**src/hw/rtl/plcl_pkg.sv**
```systemverilog
// Package for the piecewise-linear color table: item types, kind codes,
// controller states and the command/status structs between controller and datapath.
// No dependencies.
package plcl_pkg;

  typedef enum logic [1:0] {
    KIND_INSERT = 2'd0,
    KIND_REMOVE = 2'd1,
    KIND_CLEAR  = 2'd2,
    KIND_LOOKUP = 2'd3
  } kind_e;

  typedef struct packed {
    kind_e       kind;
    logic [7:0]  key;
    logic [31:0] point_color;
  } in_item_t;

  typedef struct packed {
    logic [31:0] table_color;
    logic        is_lookup;
  } out_item_t;

  typedef enum logic [3:0] {
    ST_IDLE,
    ST_SCAN,
    ST_PREAD,
    ST_SEGINIT,
    ST_MUL,
    ST_LOAD,
    ST_DIV,
    ST_WR,
    ST_SEGEND,
    ST_LRD,
    ST_LDATA
  } state_e;

  typedef struct packed {
    logic pt_write;
    logic pt_remove;
    logic pt_clear;
    logic latch_key;
    logic scan_init;
    logic sk_inc;
    logic rgba_re;
    logic cto_load_pt;
    logic cto_load_end;
    logic seg_init;
    logic mul;
    logic div_load;
    logic div_step;
    logic entry_write;
    logic seg_end;
    logic tbl_re;
    logic out_load_lookup;
    logic out_load_zero;
  } cmd_t;

  typedef struct packed {
    logic cur_present;
    logic sk_last;
    logic f_last;
    logic d_zero;
    logic bit_zero;
    logic k_last;
    logic seg_done;
  } status_t;

endpackage

```
**src/hw/rtl/plcl_ctrl.sv**
```systemverilog
// Controller of the color table: item handshake, stale flag, rebuild sequencer.
// Depends on plcl_pkg.
module plcl_ctrl (
  input  logic              clk_i,
  input  logic              rst_ni,
  input  logic              in_valid_i,
  output logic              in_stall_o,
  input  plcl_pkg::kind_e   kind_i,
  output logic              out_valid_o,
  input  logic              out_stall_i,
  input  plcl_pkg::status_t status_i,
  output plcl_pkg::cmd_t    cmd_o
);
  import plcl_pkg::*;

  state_e state_q, state_d;
  logic   stale_q, stale_d;
  logic   out_valid_q, out_valid_d;
  logic   accept;

  assign in_stall_o = (state_q != ST_IDLE) || (out_valid_q && out_stall_i);
  assign accept     = in_valid_i && !in_stall_o;
  assign out_valid_o = out_valid_q;

  always_comb begin
    state_d = state_q;
    stale_d = stale_q;
    cmd_o   = '0;
    unique case (state_q)
      ST_IDLE: begin
        if (accept) begin
          unique case (kind_i)
            KIND_INSERT: begin
              cmd_o.pt_write      = 1'b1;
              cmd_o.out_load_zero = 1'b1;
              stale_d             = 1'b1;
            end
            KIND_REMOVE: begin
              cmd_o.pt_remove     = 1'b1;
              cmd_o.out_load_zero = 1'b1;
              stale_d             = 1'b1;
            end
            KIND_CLEAR: begin
              cmd_o.pt_clear      = 1'b1;
              cmd_o.out_load_zero = 1'b1;
              stale_d             = 1'b1;
            end
            KIND_LOOKUP: begin
              cmd_o.latch_key = 1'b1;
              if (stale_q) begin
                cmd_o.scan_init = 1'b1;
                state_d         = ST_SCAN;
              end else begin
                state_d = ST_LRD;
              end
            end
            default: ;
          endcase
        end
      end
      ST_SCAN: begin
        if (status_i.cur_present) begin
          cmd_o.rgba_re = 1'b1;
          state_d       = ST_PREAD;
        end else if (status_i.sk_last) begin
          if (status_i.f_last) begin
            stale_d = 1'b0;
            state_d = ST_LRD;
          end else begin
            cmd_o.cto_load_end = 1'b1;
            state_d            = ST_SEGINIT;
          end
        end else begin
          cmd_o.sk_inc = 1'b1;
        end
      end
      ST_PREAD: begin
        cmd_o.cto_load_pt = 1'b1;
        state_d           = ST_SEGINIT;
      end
      ST_SEGINIT: begin
        cmd_o.seg_init = 1'b1;
        state_d        = ST_MUL;
      end
      ST_MUL: begin
        if (status_i.d_zero) begin
          state_d = ST_SEGEND;
        end else begin
          cmd_o.mul = 1'b1;
          state_d   = ST_LOAD;
        end
      end
      ST_LOAD: begin
        cmd_o.div_load = 1'b1;
        state_d        = ST_DIV;
      end
      ST_DIV: begin
        cmd_o.div_step = 1'b1;
        if (status_i.bit_zero) begin
          state_d = ST_WR;
        end
      end
      ST_WR: begin
        cmd_o.entry_write = 1'b1;
        state_d = status_i.k_last ? ST_SEGEND : ST_LOAD;
      end
      ST_SEGEND: begin
        cmd_o.seg_end = 1'b1;
        if (status_i.seg_done) begin
          stale_d = 1'b0;
          state_d = ST_LRD;
        end else begin
          cmd_o.sk_inc = 1'b1;
          state_d      = ST_SCAN;
        end
      end
      ST_LRD: begin
        cmd_o.tbl_re = 1'b1;
        state_d      = ST_LDATA;
      end
      ST_LDATA: begin
        cmd_o.out_load_lookup = 1'b1;
        state_d               = ST_IDLE;
      end
      default: state_d = ST_IDLE;
    endcase
  end

  always_comb begin
    out_valid_d = out_valid_q;
    if (cmd_o.out_load_zero || cmd_o.out_load_lookup) begin
      out_valid_d = 1'b1;
    end else if (!out_stall_i) begin
      out_valid_d = 1'b0;
    end
  end

  always_ff @(posedge clk_i or negedge rst_ni) begin
    if (!rst_ni) begin
      state_q     <= ST_IDLE;
      stale_q     <= 1'b1;
      out_valid_q <= 1'b0;
    end else begin
      state_q     <= state_d;
      stale_q     <= stale_d;
      out_valid_q <= out_valid_d;
    end
  end

endmodule

```
**config.mk**
```make
export PLATFORM = sky130hd
export DESIGN_NAME = plcl_ctrl
export DESIGN_NICKNAME = d
export VERILOG_FILES = /design/src/hw/rtl/plcl_pkg.sv /design/src/hw/rtl/plcl_ctrl.sv
export SDC_FILE = /design/constraint.sdc
export NUM_CORES = 1
export LEC_CHECK = 0
export BUFFER_PORTS_ARGS = -buffer_cell sky130_fd_sc_hd__buf_2
export CAP_MARGIN = 20
export CORE_MARGIN = 4
export CORE_UTILIZATION = 45
export CTS_CLUSTER_SIZE = 24
export DETAILED_ROUTE_END_ITERATION = 10
export PLACE_DENSITY = 0.81
export SLEW_MARGIN = 25
export SYNTH_ARGS = -nofsm -noshare
export SYNTH_HDL_FRONTEND = slang
export SYNTH_SLANG_ARGS = --single-unit
```
**constraint.sdc**
```tcl
create_clock -name clk_i -period 2.15 [get_ports clk_i]
set_input_delay 0.1075 -clock clk_i [delete_from_list [all_inputs] [get_ports clk_i]]
set_output_delay 0.1075 -clock clk_i [all_outputs]
set_load 0.01 [all_outputs]
```
==> run_results.csv, run 1 <==
group,metric,value,unit
die,start_util,0.501,
synth,syn_inst,76,
clock_network,cts_resized,0,
placed_design,dp_cells,118,
synth,mappedNetlistArea,587,sq um
clock_network,numCtsBuffers,3,
critical_path,worstSetupPathType,"reg -> out",
cells_and_area,fin_cells,123,
placed_design,post_dp_cell_area,739,sq um
worst_hold_path,hold_path_class,"in -> reg",
cells_and_area,drive_gt1_frac,0.394,
sta,rsz0062_at_grt,"false",
synth,synth.top_cells.by_count,"nor2_1 (11), nor3_1 (8), nand2_1 (7)",
critical_path,r2r_end,"state_q[3]$_DFFE_PN0P_",
sta,post-route-min-period,2.00,ns
clock_network,post_cts_buffers,0,
sta,clock.fmax,501,MHz
drt,drtIter0Drc,19,
drt,dr.pass1.iters,4,
pwr,p_int,473,uW
critical_path,rr_startpoint,"state_q[1]$_DFFE_PN0P_",
cells_and_area,nFillCells,103,
synth,syn_avg_cell_area,7.72,sq um
global_route,track_usage,0.172,
synth,synth_cell_types,35,
die,core_area,0.00117,sq mm
global_route,grt_pass1_wl,2550,um
job,drv_cap,0,
cells_and_area,area_growth_syn_to_layout,32.2,%
drt,drt-total-wl,1700,um
synth,syn-num-nets,89,
cells_and_area,final_util,0.662,
critical_path,crit_path_end_kind,"output port",
sta,final-hold-violation-count,0,
pwr,vdd_ir_drop_max,770,uV
critical_path,crit_path_max_incr_delay,0.51,ns
drt,drc,0,
clock_network,clock_path_buffers,2,
die,die_area,0.00195,sq mm
synth,synthFlopType,"dfrtp_1",
sta,fin_setup_tns,0,ns
synth,ys_seq_area_frac,0.258,
sta,skew,0.00855,ns
sta,slew_headroom,0.707,
run_status,status,"complete, no violations",
global_route,globalRoute.totalOverflow,0,
cells_and_area,nets,123,
critical_path,cp_num_buf_inv,1,
placed_design,io_buffers,32,
critical_path,start_kind,"flip-flop",
pwr,power.density,1170,mW/mm^2
clock_network,cts_hold_repair.buffers,1,
synth,synth_most_common_cell,"nor2_1",
pwr,power_frac_comb,0.561,
cells_and_area,multiInputGateArea,395,sq um
global_route,grt_pass1_vias,567,
synth,synth_top_cell_by_area,"dfrtp_1",
die,chipWidth,44.1,um
critical_path,crit_required,2.04,ns
pwr,power_leakage,0.401,nW
worst_hold_path,min-delay-start,"out_stall_i",
clock_network,clkTransAtPathRegs,0.05,ns
sta,fin_ws,0.153,ns
clock_network,clkLatencyLatePin,0.24,ns
clock_network,cts_tree,"built",
synth,synth_edf_count,0,
drt,ant_nets,0,
pwr,seq_power_share,0.321,
placed_design,hpwl,1300,um
cells_and_area,regArea,151,sq um
worst_hold_path,min_path_cells,2,
clock_network,clockRootBuffer,"clkbuf_4",
synth,yosys.area.top_type_share,0.213,
die,rows,12,
critical_path,crit_family,"simple AND/OR/NAND/NOR gates",
sta,min_period_over_period,0.929,
sta,maxSlewViolCount,0,
drt,drt-wirelength-per-cell,13.8,um
cells_and_area,antenna_cells,0,
pwr,swShare,0.479,
drt,num_vias,688,
global_route,antenna_found_initial,0,
pwr,p_sw,434,uW
critical_path,arrival,1.89,ns
drt,avgViaCountPerCell,5.59,
critical_path,path_cells,"nand2b_1 > or3_4 > nor3_2 > a21o_1 > buf_2",
global_route,grt_max_degree,16,
critical_path,cp_slowest_cell,"dfrtp_1",
critical_path,critPathMaxFanout,13,
sta,tightest_slew,0.440,ns
die,die_height,44.1,um
placed_design,gp_congestion,0.887,
critical_path,reg2reg_depth,4,
sta,finalSetupViolCount,0,
die,io_pins,33,
synth,synth_warnings,0,
worst_hold_path,hold-path-endpoint,"out_valid_o$_DFFE_PN0P_",
cells_and_area,final_area,776,sq um
critical_path,crit_cells,5,
critical_path,r2r_slack,0.52,ns
pwr,pwr-share-clk,0.118,
synth,ys_seq_elements,6,
synth,synth_area_leaders,"dfrtp_1 (21%), nor2_1 (7.0%), nor3_1 (6.8%)",
clock_network,htreeDepth,1,
synth,async_flop_share,1.00,
placed_design,dp_slack,0.442,ns
clock_network,clkSinkCount,6,
## cells by family after synthesis
kind of cell | count (synthesis) | share of synthesized area
flops | 6 | 0.258
buf+inv | 8 | 0.0682
compound gates | 17 | 0.220
mux | 1 | 0.0171
simple gates | 44 | 0.437
## registers in the layout (all words and copies together) (netlist names)
name,flops
state_q,4
stale_q,1
out_valid_o,1
## through the flow
stage	power, mW	hold slack (ns)
floorplan	0.647	-0.188
global placement	0.774	-0.0686
detailed placement	0.792	-0.0679
CTS	0.905	0.141
global route	0.977	0.151
finish	0.907	0.151
## cells in the final DEF (no fill, tap or decap), types with 2 or more instances in the layout
master	n
nor3b_1	3
inv_1	4
o21ai_0	3
a31oi_1	2
nor2_1	11
o32a_1	2
nand2_1	7
clkbuf_4	3
nor3_1	8
buf_2	32
nand2b_1	4
a21o_1	2
dfrtp_1	5
## worst max-delay path by stage
stage / slack, ns / start / end
finish: 0.15 / state_q[1]$_DFFE_PN0P_ / cmd_o[12]
global route: 0.04 / state_q[0]$_DFFE_PN0P_ / cmd_o[12]
CTS: 0.16 / state_q[1]$_DFFE_PN0P_ / cmd_o[12]
detailed placement: 0.44 / state_q[0]$_DFFE_PN0P_ / cmd_o[12]
global placement: 0.53 / state_q[0]$_DFFE_PN0P_ / cmd_o[12]
floorplan: 0.74 / state_q[2]$_DFFE_PN0P_ / cmd_o[16]
## power by group through the flow
stage               Combinational (mW)  Sequential (mW)  Clock, mW
global placement                 0.492            0.282          0
detailed placement               0.505            0.287          0
CTS                              0.508            0.286      0.111
finish                           0.509            0.291      0.107
global route                     0.552            0.303      0.122
floorplan                        0.429            0.218          0
## cell type report
cell class,count,area share
sequential,6,0.195
multi-input combinational,62,0.510
timing repair buffer,33,0.219
inverter,4,0.0194
tap,14,0.0226
clock buffer,4,0.0339
## routing by layer
layer,track usage,routed length (um)
met4,0.0723,38
met3,0.0325,91
met5,0,0
met1,0.207,674
met2,0.297,891
Power figures use the tool's default switching activity.
==> inputs of run 2 (changes only) <==
Settings changed: PLACE_DENSITY 0.81 to 0.86.
==> run 2 against run 1 <==
First-iteration DRC count is 26% higher. Sequential share of layout area is 0.19 points lower. Die area stayed put. Combinational power is 1% higher. Wire length is 3.1% lower. Final cell count is 0.81% higher. Sequential power is 2% lower. Clock-buffer cell count stayed put. Via count is 0.73% higher. Setup slack worse by 0.0027 ns. Cell area is 0.97% higher. Largest power group unchanged.
==> run_results.csv, run 2 (synthesized netlist as in run 1, its figures left out) <==
group,metric,value,unit
clock_network,clock_path_buffers,2,
cells_and_area,most-common-layout-cells,"buf_2 (32), nor2_1 (11), nor3_1 (8)",
sta,slew_headroom,0.693,
critical_path,cp_num_buf_inv,1,
cells_and_area,nets,124,
critical_path,crit_required,2.04,ns
cells_and_area,nFillCells,98,
drt,drt-total-wl,1640,um
sta,skew,0.00998,ns
clock_network,clkLatencyLatePin,0.25,ns
sta,maxSlewViolCount,0,
clock_network,clkTransAtPathRegs,0.05,ns
critical_path,cp_slowest_cell,"dfrtp_1",
cells_and_area,drive_gt1_frac,0.400,
clock_network,cts_tree,"built",
placed_design,io_buffers,32,
drt,drt-wirelength-per-cell,13.3,um
global_route,track_usage,0.176,
global_route,grt_pass1_vias,597,
sta,post-route-min-period,2.00,ns
drt,drtIter0Drc,24,
sta,rsz0062_at_grt,"false",
job,drv_cap,0,
placed_design,hpwl,1270,um
clock_network,clkSinkCount,6,
sta,finalSetupViolCount,0,
die,start_util,0.501,
placed_design,gp_congestion,0.895,
cells_and_area,antenna_cells,0,
drt,dr.pass1.iters,4,
cells_and_area,final_util,0.669,
drt,ant_nets,0,
pwr,power.density,1170,mW/mm^2
critical_path,crit_path_end_kind,"output port",
clock_network,numCtsBuffers,3,
sta,min_period_over_period,0.930,
sta,fin_setup_tns,0,ns
critical_path,crit_path_max_incr_delay,0.51,ns
sta,tightest_slew,0.460,ns
die,rows,12,
critical_path,start_kind,"flip-flop",
pwr,power_leakage,0.406,nW
drt,avgViaCountPerCell,5.59,
cells_and_area,regMostFlops,"state_q",
clock_network,cts_resized,0,
critical_path,critPathMaxFanout,13,
drt,num_vias,693,
die,die_height,44.1,um
clock_network,htreeDepth,1,
drt,drc,0,
global_route,globalRoute.totalOverflow,0,
die,io_pins,33,
cells_and_area,largest_register_ffs,4,
placed_design,dp_cells,119,
global_route,grt_max_degree,16,
pwr,power,914,uW
sta,final-hold-violation-count,0,
pwr,vdd_ir_drop_max,744,uV
clock_network,clockRootBuffer,"clkbuf_4",
global_route,antenna_found_initial,0,
run_status,status,"complete, no violations",
critical_path,worstSetupPathType,"reg -> out",
die,die_area,0.00195,sq mm
cells_and_area,fin_cells,124,
critical_path,arrival,1.89,ns
sta,clock.fmax,500,MHz
critical_path,crit_family,"simple AND/OR/NAND/NOR gates",
die,core_area,0.00117,sq mm
sta,fin_ws,0.150,ns
die,chipWidth,44.1,um
critical_path,path_cells,"nand2b_1 > or3_4 > nor3_2 > a21o_1 > buf_2",
cells_and_area,area_growth_syn_to_layout,33.5,%
placed_design,dp_slack,0.471,ns
global_route,grt_pass1_wl,2580,um
cells_and_area,final_common_cell,"buf_2",
worst_hold_path,hold_path_class,"in -> reg",
-- run 2: cell count changes in the layout (fill, tap and decap cells not counted), sizes merged --
cell / delta
buf: +1
-- run 2: worst reg2reg max path, cell delays in order, from the launching register on --
cell and delay [ns]:
dfrtp_1 0.54, nor4_2 0.47, nand3_2 0.22, a21oi_2 0.21, o32a_1 0.20
-- run 2: timing repair --
item | in CTS | in global routing
setup buffers | 0 | 0
hold buffers | 1 | 0
setup endpoints to repair | 0 | 0
endpoints found under the hold margin | 6 | 0
-- run 2: per-stage QoR --
step / cell area, sq um / hold WS, ns
after floorplan: 587 / -0.188
after global placement: 747 / -0.0682
after detailed placement: 747 / -0.0680
after CTS: 783 / 0.100
after global routing: 783 / 0.124
final: 783 / 0.101
-- run 2: final cells by class --
class	count	area, sq um	area share
Timing Repair Buffer	34	178	0.227
Inverter	4	15.0	0.0192
Sequential cell	6	151	0.193
Clock buffer	4	26.3	0.0335
Tap cell	14	17.5	0.0224
Multi-Input combinational cell	62	395	0.505
-- run 2: worst paths after layout --
kind	startpoint	endpoint	slack (ns)	cells past startpoint
min reg2reg	out_valid_o$_DFFE_PN0P_	out_valid_o$_DFFE_PN0P_	0.51	1
max reg2reg	state_q[3]$_DFFE_PN0P_	stale_q$_DFFE_PN1P_	0.44	4
min	out_stall_i	out_valid_o$_DFFE_PN0P_	0.10	2
max	state_q[1]$_DFFE_PN0P_	cmd_o[12]	0.15	5
max in group asynchronous	rst_ni	stale_q$_DFFE_PN1P_	1.72	2
min in group asynchronous	rst_ni	state_q[1]$_DFFE_PN0P_	0.20	2
-- run 2: per-layer routing --
| metal | vias to the layer above | global-route usage | part of all wire |
|---|---|---|---|
| met5 | - | 0 | 0 |
| met4 | 0 | 0.0723 | 0.015 |
| met3 | 2 | 0.0244 | 0.057 |
| met1 | 319 | 0.215 | 0.39 |
| met2 | 27 | 0.305 | 0.53 |
| li1 | 345 | - | - |
-- run 2: report_power, final --
group / switching, mW / leakage [nW] / internal, mW
Combinational: 0.274 / 0.316 / 0.241
Sequential: 0.115 / 0.0748 / 0.169
Clock: 0.0446 / 0.0150 / 0.0705
